### src/rtl/psr_pkg.sv
package psr_pkg;

  // field widths
  localparam int unsigned ADDR_W      = 24;
  localparam int unsigned COLOUR_W    = 16;
  localparam int unsigned PIXEL_W     = 32;
  localparam int unsigned POS_W       = 8;
  localparam int unsigned SCALE_W     = 4;
  localparam int unsigned STRIDE_W    = 13;
  localparam int unsigned CFG_DATA_W  = 24;
  localparam int unsigned CFG_INDEX_W = 3;

  // source image and magnification limits
  localparam int unsigned SRC_WIDTH  = 256;
  localparam int unsigned SRC_HEIGHT = 144;
  localparam int unsigned MAX_SCALE  = 8;
  localparam int unsigned CNT_W      = (MAX_SCALE > 1) ? $clog2(MAX_SCALE) : 1;

  // default depth of the job queue between front and back
  localparam int unsigned QUEUE_DEPTH = 4;

  // configuration register indexes
  typedef enum logic [CFG_INDEX_W-1:0] {
    REG_TRANSPOSE = 3'd0,
    REG_FLIP_ROWS = 3'd1,
    REG_FLIP_COLS = 3'd2,
    REG_SWAP      = 3'd3,
    REG_SCALE     = 3'd4,
    REG_STRIDE    = 3'd5,
    REG_BASE      = 3'd6
  } reg_index_t;

  // configuration register file
  typedef struct packed {
    logic                transpose_axes;
    logic                flip_rows;
    logic                flip_columns;
    logic                swap_colour_bytes;
    logic [SCALE_W-1:0]  scale_factor;
    logic [STRIDE_W-1:0] row_stride;
    logic [ADDR_W-1:0]   base_address;
  } cfg_t;

  // one prepared pixel, ready to be expanded into writes
  typedef struct packed {
    logic [ADDR_W-1:0]   row_base;
    logic [ADDR_W-1:0]   col_base;
    logic [COLOUR_W-1:0] colour;
    logic [CNT_W-1:0]    scale_m1;
  } job_t;

endpackage

### src/rtl/psr_front.sv
module psr_front (
  input  logic                          clk,
  input  logic                          rst,
  input  psr_pkg::cfg_t                 cfg,
  input  logic                          push,
  output logic                          full,
  input  logic [psr_pkg::PIXEL_W-1:0]   source_pixel,
  input  logic [psr_pkg::POS_W-1:0]     source_column,
  input  logic [psr_pkg::POS_W-1:0]     source_row,
  output logic                          job_valid,
  input  logic                          job_ready,
  output psr_pkg::job_t                 job
);
  import psr_pkg::*;

  // stage 1: colour and mapped position
  logic                v1;
  logic [COLOUR_W-1:0] s1_colour;
  logic [ADDR_W-1:0]   s1_outer;
  logic [ADDR_W-1:0]   s1_inner;
  logic [SCALE_W-1:0]  s1_scale;

  // stage 2: positions times scale
  logic                v2;
  logic [COLOUR_W-1:0] s2_colour;
  logic [ADDR_W-1:0]   s2_outer;
  logic [ADDR_W-1:0]   s2_inner;
  logic [SCALE_W-1:0]  s2_scale;

  // stage 3: row base address
  logic                v3;
  job_t                s3_job;

  logic rdy1, rdy2, rdy3;
  logic accept;

  logic [COLOUR_W-1:0] colour565;
  logic [COLOUR_W-1:0] colour_sel;
  logic [ADDR_W-1:0]   col_ext, row_ext;
  logic [ADDR_W-1:0]   outer_raw, inner_raw;
  logic [ADDR_W-1:0]   outer_cnt_m1, inner_cnt_m1;
  logic [ADDR_W-1:0]   outer_map, inner_map;
  logic [SCALE_W-1:0]  scale_clamped;

  // stall chain
  assign rdy3   = !v3 || job_ready;
  assign rdy2   = !v2 || rdy3;
  assign rdy1   = !v1 || rdy2;
  assign full   = !rdy1;
  assign accept = push && rdy1;

  assign job_valid = v3;
  assign job       = s3_job;

  // colour conversion and optional byte swap
  assign colour565  = {source_pixel[23:19], source_pixel[15:10], source_pixel[7:3]};
  assign colour_sel = cfg.swap_colour_bytes ? {colour565[7:0], colour565[15:8]} : colour565;

  // axis selection and mirroring, wrapping modulo the address width
  assign col_ext = ADDR_W'(source_column);
  assign row_ext = ADDR_W'(source_row);

  always_comb begin
    if (cfg.transpose_axes) begin
      outer_raw    = col_ext;
      inner_raw    = row_ext;
      outer_cnt_m1 = ADDR_W'(SRC_WIDTH - 1);
      inner_cnt_m1 = ADDR_W'(SRC_HEIGHT - 1);
    end else begin
      outer_raw    = row_ext;
      inner_raw    = col_ext;
      outer_cnt_m1 = ADDR_W'(SRC_HEIGHT - 1);
      inner_cnt_m1 = ADDR_W'(SRC_WIDTH - 1);
    end
  end

  assign outer_map = cfg.flip_rows    ? (outer_cnt_m1 - outer_raw) : outer_raw;
  assign inner_map = cfg.flip_columns ? (inner_cnt_m1 - inner_raw) : inner_raw;

  // zero acts as one, anything above the limit acts as the limit
  always_comb begin
    priority if (cfg.scale_factor == '0) begin
      scale_clamped = SCALE_W'(1);
    end else if (cfg.scale_factor > SCALE_W'(MAX_SCALE)) begin
      scale_clamped = SCALE_W'(MAX_SCALE);
    end else begin
      scale_clamped = cfg.scale_factor;
    end
  end

  // valid bits
  always_ff @(posedge clk) begin
    if (rst) begin
      v1 <= 1'b0;
      v2 <= 1'b0;
      v3 <= 1'b0;
    end else begin
      if (rdy1) v1 <= push;
      if (rdy2) v2 <= v1;
      if (rdy3) v3 <= v2;
    end
  end

  // payload
  always_ff @(posedge clk) begin
    if (accept) begin
      s1_colour <= colour_sel;
      s1_outer  <= outer_map;
      s1_inner  <= inner_map;
      s1_scale  <= scale_clamped;
    end
    if (rdy2 && v1) begin
      s2_colour <= s1_colour;
      s2_outer  <= s1_outer * ADDR_W'(s1_scale);
      s2_inner  <= s1_inner * ADDR_W'(s1_scale);
      s2_scale  <= s1_scale;
    end
    if (rdy3 && v2) begin
      s3_job.row_base <= cfg.base_address + s2_outer * ADDR_W'(cfg.row_stride);
      s3_job.col_base <= s2_inner;
      s3_job.colour   <= s2_colour;
      s3_job.scale_m1 <= CNT_W'(s2_scale - SCALE_W'(1));
    end
  end

endmodule

### src/rtl/psr_queue.sv
module psr_queue #(
  parameter int unsigned WIDTH = 8,
  parameter int unsigned DEPTH = 4
) (
  input  logic             clk,
  input  logic             rst,
  input  logic             in_valid,
  output logic             in_ready,
  input  logic [WIDTH-1:0] in_data,
  output logic             out_valid,
  input  logic             out_ready,
  output logic [WIDTH-1:0] out_data
);

  localparam int unsigned PTR_W = (DEPTH > 1) ? $clog2(DEPTH) : 1;
  localparam int unsigned CNT_W = $clog2(DEPTH + 1);

  logic [WIDTH-1:0] slots [DEPTH];
  logic [PTR_W-1:0] head, tail;
  logic [CNT_W-1:0] count;
  logic             do_push, do_pop;

  assign in_ready  = count != CNT_W'(DEPTH);
  assign out_valid = count != '0;
  assign out_data  = slots[head];
  assign do_push   = in_valid && in_ready;
  assign do_pop    = out_valid && out_ready;

  // pointers and fill count
  always_ff @(posedge clk) begin
    if (rst) begin
      head  <= '0;
      tail  <= '0;
      count <= '0;
    end else begin
      if (do_push) tail <= (tail == PTR_W'(DEPTH - 1)) ? '0 : tail + PTR_W'(1);
      if (do_pop)  head <= (head == PTR_W'(DEPTH - 1)) ? '0 : head + PTR_W'(1);
      if (do_push && !do_pop) begin
        count <= count + CNT_W'(1);
      end else if (do_pop && !do_push) begin
        count <= count - CNT_W'(1);
      end
    end
  end

  // storage
  always_ff @(posedge clk) begin
    if (do_push) slots[tail] <= in_data;
  end

endmodule

### src/rtl/psr_back.sv
module psr_back (
  input  logic                          clk,
  input  logic                          rst,
  input  logic [psr_pkg::STRIDE_W-1:0]  row_stride,
  input  logic                          job_valid,
  output logic                          job_ready,
  input  psr_pkg::job_t                 job,
  output logic                          empty,
  input  logic                          pop,
  output logic [psr_pkg::ADDR_W-1:0]    write_address,
  output logic [psr_pkg::COLOUR_W-1:0]  write_colour,
  output logic                          last_write
);
  import psr_pkg::*;

  // current pixel being expanded
  logic                busy;
  logic [ADDR_W-1:0]   row_base;
  logic [ADDR_W-1:0]   col_base;
  logic [ADDR_W-1:0]   col_cur;
  logic [COLOUR_W-1:0] colour;
  logic [CNT_W-1:0]    scale_m1;
  logic [CNT_W-1:0]    dx, dy;

  // output word register
  logic                out_valid;

  logic out_load, step, at_last, at_row_end, done, take;

  assign out_load   = !out_valid || pop;
  assign step       = busy && out_load;
  assign at_row_end = dx == scale_m1;
  assign at_last    = at_row_end && (dy == scale_m1);
  assign done       = step && at_last;
  assign take       = job_valid && (!busy || done);
  assign job_ready  = !busy || done;
  assign empty      = !out_valid;

  // control
  always_ff @(posedge clk) begin
    if (rst) begin
      busy      <= 1'b0;
      out_valid <= 1'b0;
    end else begin
      if (take) begin
        busy <= 1'b1;
      end else if (done) begin
        busy <= 1'b0;
      end
      if (step) begin
        out_valid <= 1'b1;
      end else if (pop) begin
        out_valid <= 1'b0;
      end
    end
  end

  // output word
  always_ff @(posedge clk) begin
    if (step) begin
      write_address <= row_base + col_cur;
      write_colour  <= colour;
      last_write    <= at_last;
    end
  end

  // dx inner, dy outer; addresses advance by one pixel or by one stride
  always_ff @(posedge clk) begin
    if (take) begin
      row_base <= job.row_base;
      col_base <= job.col_base;
      col_cur  <= job.col_base;
      colour   <= job.colour;
      scale_m1 <= job.scale_m1;
      dx       <= '0;
      dy       <= '0;
    end else if (step && !at_last) begin
      if (at_row_end) begin
        dx       <= '0;
        dy       <= dy + CNT_W'(1);
        col_cur  <= col_base;
        row_base <= row_base + ADDR_W'(row_stride);
      end else begin
        dx      <= dx + CNT_W'(1);
        col_cur <= col_cur + ADDR_W'(1);
      end
    end
  end

endmodule

### src/rtl/pixel_scale_rotate_rgb565_writer.sv
// Nearest-neighbor scale and rotate writer for RGB565 framebuffers.
// Input side is a queue: drive source_pixel, source_column and source_row with
// push; the word is taken at a clock edge where push is high and full is low.
// Output side is a queue too: while empty is low the oldest framebuffer write
// sits on write_address, write_colour and last_write; pop takes it.
// Each pixel gives scale*scale writes, inner axis fastest, last_write set on
// the final one. The back end issues one write per cycle while pop keeps the
// output register free, and pixels follow each other with no gap while the
// job queue holds the next one; the expander's dx/dy counter walks the writes.
// An accepted pixel passes through three front stages (map, scale multiply,
// stride multiply), the job queue, the expander's pixel registers and the
// output register before its first write reaches the ports.
// When pop is held low the output register holds its word, the expander waits,
// the job queue fills and finally full rises; nothing is dropped.
// Configuration goes through cfg_we/cfg_index/cfg_data and must only change
// while no pixel is in flight. Reset (rst, synchronous) empties the pipeline
// and queue and returns the registers to scale 1, stride 1, everything else 0.
module pixel_scale_rotate_rgb565_writer #(
  parameter int unsigned QUEUE_DEPTH = psr_pkg::QUEUE_DEPTH
) (
  input  logic                            clk,
  input  logic                            rst,
  input  logic                            cfg_we,
  input  logic [psr_pkg::CFG_INDEX_W-1:0] cfg_index,
  input  logic [psr_pkg::CFG_DATA_W-1:0]  cfg_data,
  input  logic                            push,
  output logic                            full,
  input  logic [psr_pkg::PIXEL_W-1:0]     source_pixel,
  input  logic [psr_pkg::POS_W-1:0]       source_column,
  input  logic [psr_pkg::POS_W-1:0]       source_row,
  output logic                            empty,
  input  logic                            pop,
  output logic [psr_pkg::ADDR_W-1:0]      write_address,
  output logic [psr_pkg::COLOUR_W-1:0]    write_colour,
  output logic                            last_write
);
  import psr_pkg::*;

  cfg_t cfg;

  logic front_valid, front_ready;
  job_t front_job;
  logic back_valid, back_ready;
  job_t back_job;

  // configuration registers
  always_ff @(posedge clk) begin
    if (rst) begin
      cfg.transpose_axes    <= 1'b0;
      cfg.flip_rows         <= 1'b0;
      cfg.flip_columns      <= 1'b0;
      cfg.swap_colour_bytes <= 1'b0;
      cfg.scale_factor      <= SCALE_W'(1);
      cfg.row_stride        <= STRIDE_W'(1);
      cfg.base_address      <= '0;
    end else if (cfg_we) begin
      unique case (reg_index_t'(cfg_index))
        REG_TRANSPOSE: cfg.transpose_axes    <= cfg_data[0];
        REG_FLIP_ROWS: cfg.flip_rows         <= cfg_data[0];
        REG_FLIP_COLS: cfg.flip_columns      <= cfg_data[0];
        REG_SWAP:      cfg.swap_colour_bytes <= cfg_data[0];
        REG_SCALE:     cfg.scale_factor      <= cfg_data[SCALE_W-1:0];
        REG_STRIDE:    cfg.row_stride        <= cfg_data[STRIDE_W-1:0];
        REG_BASE:      cfg.base_address      <= cfg_data[ADDR_W-1:0];
        default: ;
      endcase
    end
  end

  // front: colour conversion, axis mapping, base addresses
  psr_front u_front (
    .clk           (clk),
    .rst           (rst),
    .cfg           (cfg),
    .push          (push),
    .full          (full),
    .source_pixel  (source_pixel),
    .source_column (source_column),
    .source_row    (source_row),
    .job_valid     (front_valid),
    .job_ready     (front_ready),
    .job           (front_job)
  );

  // job queue between front and back
  psr_queue #(
    .WIDTH ($bits(job_t)),
    .DEPTH (QUEUE_DEPTH)
  ) u_queue (
    .clk       (clk),
    .rst       (rst),
    .in_valid  (front_valid),
    .in_ready  (front_ready),
    .in_data   (front_job),
    .out_valid (back_valid),
    .out_ready (back_ready),
    .out_data  (back_job)
  );

  // back: expands each pixel into scale*scale writes
  psr_back u_back (
    .clk           (clk),
    .rst           (rst),
    .row_stride    (cfg.row_stride),
    .job_valid     (back_valid),
    .job_ready     (back_ready),
    .job           (back_job),
    .empty         (empty),
    .pop           (pop),
    .write_address (write_address),
    .write_colour  (write_colour),
    .last_write    (last_write)
  );

endmodule

### config.mk
export PLATFORM = sky130hd
export DESIGN_NAME = pixel_scale_rotate_rgb565_writer
export DESIGN_NICKNAME = d
export VERILOG_FILES = /design/src/rtl/psr_pkg.sv /design/src/rtl/psr_front.sv /design/src/rtl/psr_queue.sv /design/src/rtl/psr_back.sv /design/src/rtl/pixel_scale_rotate_rgb565_writer.sv
export SDC_FILE = /design/constraint.sdc
export NUM_CORES = 1
export LEC_CHECK = 0
export BUFFER_PORTS_ARGS = -buffer_cell sky130_fd_sc_hd__buf_2
export CAP_MARGIN = 20
export CORE_MARGIN = 2
export CORE_UTILIZATION = 62
export DETAILED_ROUTE_END_ITERATION = 8
export HOLD_SLACK_MARGIN = 0.05
export PLACE_DENSITY = 0.85
export SLEW_MARGIN = 20
export SYNTH_ARGS = -nofsm -noshare
export SYNTH_HDL_FRONTEND = slang
export SYNTH_SLANG_ARGS = --single-unit
export TNS_END_PERCENT = 1
### constraint.sdc
create_clock -name clk -period 16.5 [get_ports clk]
set_input_delay 0.825 -clock clk [delete_from_list [all_inputs] [get_ports clk]]
set_output_delay 0.825 -clock clk [all_outputs]
set_load 0.01 [all_outputs]
==> flow_summary.toml, run 1 <==
[timing]
clock.fmax_ghz = 0.147
rsz0062_at_grt = "no"
slew_violations = 0
min_period_ps = 6780
max_slew_margin_pct = 26.3
hold_viol = 0
setup_viol = 0
min_period_over_period_pct = 41.1
holdWs_ps = 415
fin_tns_setup_ps = 0
setup_slack_ps = 9720
tightest_slew_ps = 1110
clock_skew_ps = 33.7

[routing]
detailedRoute.firstIterationViolations = 2141
drc = 0
wl_um = 77900
vias = 21900
firstDrtPassIters = 6
avgRoutedWirePerCell_um = 21.4
post_drt_via_cell_ratio = 6.03
final_antenna_net_count = 0

[yosys]
ys_seq_area_share_pct = 52.7
synth-seq-cells = 637
synth_area_mm2 = 0.0351
synth-async-reset-ratio_pct = 0
syn_inst = 2742
synth_cell_types = 75
synth_top_flop_cell = "edfxtp_1"
avgSynthCellArea_um2 = 12.8
synth-warning-count = 0
synth_edf_count = 572
synth_nets = 3183

[global_route]
antenna_found_initial = 1
grt_pass1_wl_um = 124000
grt_usage_pct = 27.1
grt_max_degree = 84
grt_overflow = 0
grt_pass1_vias = 23200

[worst_setup_path]
end_kind = "register"
arrival_ps = 7160
crit_type = "register to register"
cp-start-kind = "register"
crit_required_ps = 16880
cp_max_fo = 23

[power]
power_mw = 5.50
ir_drop_v = 0.0000992
combinationalPowerShare_pct = 31.1
pwr-share-seq_pct = 43.0
p_leak_nw = 14.7
sw_frac_of_total_pct = 34.1
clockPowerShare_pct = 25.9
p_int_mw = 3.62
power_density_mw_per_mm2 = 143
p_switching_mw = 1.88

[cts]
cts.repair.resized = 0
postCtsSetupBuffers = 0
postCtsHoldBufs = 0
cts_buffers = 61
clock_latency_ps = 670
clock_path_buffers = 3
clockRootBuffer = "clkbuf_16"
h-tree-depth = 2
clk_pin_slew_ps = 60
cts_tree = "built"
cts.sinks = 637

[final_layout]
final_cell_mix = "edfxtp_1 (572), nand2_1 (352), inv_1 (317)"
areaGrowthSynthToFinish_pct = 9.36
fin_util_pct = 68.3
fill_cells = 3674
final_common_cell = "edfxtp_1"
drive_gt1_share_pct = 11.8
final_nets = 3266
fin_cells = 3634
finish.instance_area_mm2 = 0.0383

[min_path]
min_path_type = "input port to register"

[place]
io_buffers = 106
place_inst = 3517
hpwl_um = 51100
gp_congestion = 0.913
dp_worst_setup_slack_ps = 9840
postPlaceCellArea_mm2 = 0.0363

[job]
maxCapViolCount = 0

[die]
die-area_mm2 = 0.0585
design.core.area_mm2 = 0.0562
initial_core_util_pct = 62.4
rows = 87
die_x_um = 242
die_h_um = 242
io_pins = 123

[outcome]
status = "complete, no violations"
-- state kept, by name, summed over array words and instances, names as in the netlist, 24 cells and up, named ones only --
register              cells
cfg                      45
u_back.col_base          24
u_back.col_cur           24
u_back.row_base          24
u_back.write_address     24
u_front.job              67
u_front.s2_inner         24
u_front.s2_outer         24
u_queue.slots           268
-- kinds of logic (layout without fill, tap and decap cells) --
family,after synthesis,count (layout),share of synthesized area [%]
compound gates,345,345,6.16
fa+ha+maj,361,361,17.8
other cells,0,1,0
buf+inv,418,553,4.59
simple gates,744,744,9.97
xor+xnor,130,130,3.25
mux,107,107,5.50
flops,637,637,52.7
-- power by group through the flow --
| stage | Clock, mW | Sequential [mW] | Combinational, mW |
|---|---|---|---|
| finish | 1.42 | 2.36 | 1.71 |
| global route | 1.49 | 2.39 | 1.88 |
| CTS | 1.43 | 2.36 | 1.70 |
| floorplan | 0 | 2.31 | 1.25 |
| detailed placement | 0 | 2.39 | 1.65 |
| global placement | 0 | 2.37 | 1.57 |
-- layout make-up --
| class | instances | area [um^2] | area share [%] |
|---|---|---|---|
| flip-flops and latches | 637 | 18500 | 48.2 |
| multi-input cells | 1687 | 15000 | 39.2 |
| clock buffers | 76 | 1610 | 4.21 |
| inverters | 318 | 1190 | 3.12 |
| well taps | 756 | 946 | 2.47 |
| repair buffers | 120 | 656 | 1.71 |
| clock inverters | 39 | 429 | 1.12 |
| diodes | 1 | 2.50 | 0.00653 |
-- critical path, cell delays in order (launching register included) --
cell	delay (ps)
dfxtp_1	1030
nand2_1	190
fa_1	620
fa_1	470
fa_1	570
inv_1	50
fa_1	450
fa_1	490
inv_1	50
fa_1	470
inv_1	40
ha_1	310
o21ai_0	120
nor2_1	220
a31oi_1	120
o31ai_1	550
a211oi_1	200
o31ai_1	280
a21oi_1	130
xnor2_1	140
-- path summary, 6_finish.rpt --
| kind | startpoint | endpoint | slack [ps] | cells past startpoint |
|---|---|---|---|---|
| worst min register to register | u_front.s2_colour[9] | u_front.job[12] | 420 | 0 |
| worst max-delay path | cfg[28] | u_front.job[66] | 9720 | 19 |
| worst max register to register | cfg[28] | u_front.job[66] | 9720 | 19 |
| worst min-delay path | cfg_data[17] | cfg[17] | 410 | 3 |
-- routing by layer --
metal / track usage [%] / share of wire [%]
met5: 0 / 0.015
met4: 10.5 / 3.7
met3: 5.13 / 7.7
met2: 47.0 / 51
met1: 33.8 / 38
-- Yosys cell counts (35+ instances only) --
library cell  count  area, um^2
o21ai_0          86         430
xnor2_1          91         797
a21oi_1         123         616
fa_1            231        4620
nand3_1          35         175
inv_1           317        1190
nor2_1           94         353
ha_1            130        1630
and2_1          140         876
mux4_2           67        1510
nand2_1         352        1320
edfxtp_1        572       17200
dfxtp_1          65        1300
clkbuf_1         79         297
xor2_1           39         342
(Power assumes the default switching activity.)
==> run 2, diff against run 1 <==
--- a/config.mk
+++ b/config.mk
@@ -8,10 +8,10 @@
 export BUFFER_PORTS_ARGS = -buffer_cell sky130_fd_sc_hd__buf_2
 export CAP_MARGIN = 20
 export CORE_MARGIN = 2
-export CORE_UTILIZATION = 62
+export CORE_UTILIZATION = 57
 export DETAILED_ROUTE_END_ITERATION = 8
 export HOLD_SLACK_MARGIN = 0.05
-export PLACE_DENSITY = 0.85
+export PLACE_DENSITY = 0.82
 export SLEW_MARGIN = 20
 export SYNTH_ARGS = -nofsm -noshare
 export SYNTH_HDL_FRONTEND = slang
==> constraint.sdc (replaced) <==
create_clock -name clk -period 5.7 [get_ports clk]
set_input_delay 0.285 -clock clk [delete_from_list [all_inputs] [get_ports clk]]
set_output_delay 0.285 -clock clk [all_outputs]
set_load 0.01 [all_outputs]
==> run 2 against run 1 <==
Final area increased by 4.0%. Clock power increased to 3.1 times the previous value. Via count increased by 1.8%. Largest cell class unchanged. The flow now finishes with violations (negative setup slack). Hold slack got worse by 340 ps. Count of clock-buffer cells in the layout increased by 10. Flip-flop and latch count unchanged. Die area increased by 8.6%. Final cell count increased by 4.7%.
==> flow_summary.toml, run 2 (same netlist as run 1, synthesis figures left out) <==
[final_layout]
top_register = "u_queue.slots"
largest_reg_flops = 268
final_common_cell = "edfxtp_1"
final_nets = 3408
areaGrowthSynthToFinish_pct = 13.7
final_cell_mix = "edfxtp_1 (572), nand2_1 (351), inv_1 (316)"
drive_gt1_share_pct = 14.8

[worst_setup_path]
cp_max_fo = 3
slowest_stage = "fa_1"
crit_type = "register to register"
cp.buffers_inverters = 7
max_stage_delay_ps = 540
critical-path-top-delay-family = "adder cells"
arrival_ps = 6340
worstSetupStartpoint = "u_front.s2_outer[6]"
r2r_cells = 23
worstPathCellList = "and2_1 -> fa_1 -> inv_1 -> fa_1 -> inv_1 -> fa_1 -> inv_1 -> fa_1 -> inv_1 -> fa_1 -> inv_1 -> fa_1 -> inv_1 -> ha_2 -> a211oi_4 -> buf_4 -> nor2_2 -> a2111oi_4 -> o31ai_4 -> a211oi_2 -> o31ai_1 -> a21oi_1 -> xnor2_1"
end_kind = "register"
reg2reg_from = "u_front.s2_outer[6]"
cp-start-kind = "register"
worst-path-stages = 23
crit_required_ps = 6060

[place]
io_buffers = 106
hpwl_um = 53100
gp_congestion = 0.896

[global_route]
grt_overflow = 0
grt_max_degree = 69
grt_usage_pct = 25.7
grt_pass1_vias = 23700
antenna_found_initial = 1
grt_pass1_wl_um = 127000

[routing]
vias = 22300
drc = 0
detailedRoute.firstIterationViolations = 1927
wl_um = 79600
firstDrtPassIters = 6
final_antenna_net_count = 0
post_drt_via_cell_ratio = 5.86
avgRoutedWirePerCell_um = 20.9

[cts]
h-tree-depth = 3
clock_path_buffers = 3
cts_buffers = 68
clock_latency_ps = 630
cts.sinks = 637
clk_pin_slew_ps = 60
cts_tree = "built"
clockRootBuffer = "clkbuf_16"

[power]
ir_drop_v = 0.000272
sw_frac_of_total_pct = 33.9
p_int_mw = 10.8
pwr-share-seq_pct = 41.7
p_switching_mw = 5.54
power_mw = 16.3
p_leak_nw = 15.4
clockPowerShare_pct = 26.6
power_density_mw_per_mm2 = 410
combinationalPowerShare_pct = 31.7

[timing]
tightest_slew_ps = 1080
max_slew_margin_pct = 28.0
setup_slack_ps = -278
setup_viol = 8
fin_tns_setup_ps = -1080
holdWs_ps = 74.6
min_period_ps = 5980
slew_violations = 0
min_period_over_period_pct = 105
clock_skew_ps = 29.4
clock.fmax_ghz = 0.167
hold_viol = 0
rsz0062_at_grt = "yes"

[outcome]
violations = "negative setup slack"
status = "finished, violations left"

[min_path]
min_path_type = "input port to register"
hold_depth = 3
min-delay-start = "source_row[3]"

[die]
die_h_um = 252
die_x_um = 252
design.core.area_mm2 = 0.0606
die-area_mm2 = 0.0635
initial_core_util_pct = 57.9
rows = 90
io_pins = 123

[job]
maxCapViolCount = 0
run 2: worst paths after layout:
check	end	slack [ps]
worst max-delay path	u_front.job[66]	-280
worst min-delay path	u_front.s1_outer[3]	70
worst max register to register	u_front.job[66]	-280
worst min register to register	u_front.job[23]	420
run 2: power by group through the flow:
stage	Combinational, mW	Clock (mW)	Sequential [mW]
CTS	5.07	4.40	6.81
detailed placement	4.89	0	6.90
finish	5.17	4.35	6.81
global placement	4.66	0	6.85
floorplan	3.61	0	6.69
global route	5.68	4.56	6.88
run 2: worst reg2reg max path, stage by stage (launching register included):
cell and delay (ps):
edfxtp_1 440, and2_1 210, fa_1 510, inv_1 60, fa_1 490, inv_1 60, fa_1 490, inv_1 50
fa_1 540, inv_1 50, fa_1 470, inv_1 50, fa_1 480, inv_1 60, ha_2 190, a211oi_4 240
buf_4 160, nor2_2 50, a2111oi_4 360, o31ai_4 150, a211oi_2 240, o31ai_1 120, a21oi_1 190, xnor2_1 80
run 2: area by class of cell:
| cell class | instances | area (um^2) |
|---|---|---|
| Timing Repair Buffer | 255 | 1800 |
| Sequential cell | 637 | 18500 |
| Clock inverter | 39 | 372 |
| Multi-Input combinational cell | 1687 | 15200 |
| Tap cell | 782 | 978 |
| Inverter | 318 | 1190 |
| Fill cell | 4100 | 20700 |
| Clock buffer | 86 | 1820 |
| Antenna cell | 1 | 2.50 |
run 2: stage by stage:
| step | instances | util [%] | instance area (um^2) | setup slack [ps] |
|---|---|---|---|---|
| 3_3_place_gp | 3608 | 60.7 | 36800 | -122 |
| 6_report | 3805 | 65.8 | 39900 | -278 |
| 3_5_place_dp | 3609 | 60.7 | 36800 | -251 |
| 4_1_cts | 3801 | 65.6 | 39700 | -81.7 |
| 2_1_floorplan | 2742 | - | 35100 | -134 |
| 5_1_grt | 3804 | 65.8 | 39900 | -490 |
run 2: repair_timing:
action / 4_1_cts / 5_1_grt
endpoints found under the hold margin: 61 / 0
pin swaps: 19 / 12
resized for setup: 23 / 17
hold buffers: 50 / 0
endpoints found under the setup margin: 7 / 10
buffers inserted: 17 / 2
run 2: layer usage:
| layer | up-vias | wire (um) | global-route usage (%) |
|---|---|---|---|
| met5 | - | 0 | 0 |
| met4 | 0 | 2390 | 8.96 |
| met3 | 173 | 5780 | 4.21 |
| met2 | 995 | 40300 | 44.6 |
| met1 | 11200 | 31200 | 33.0 |
| li1 | 9923 | - | - |
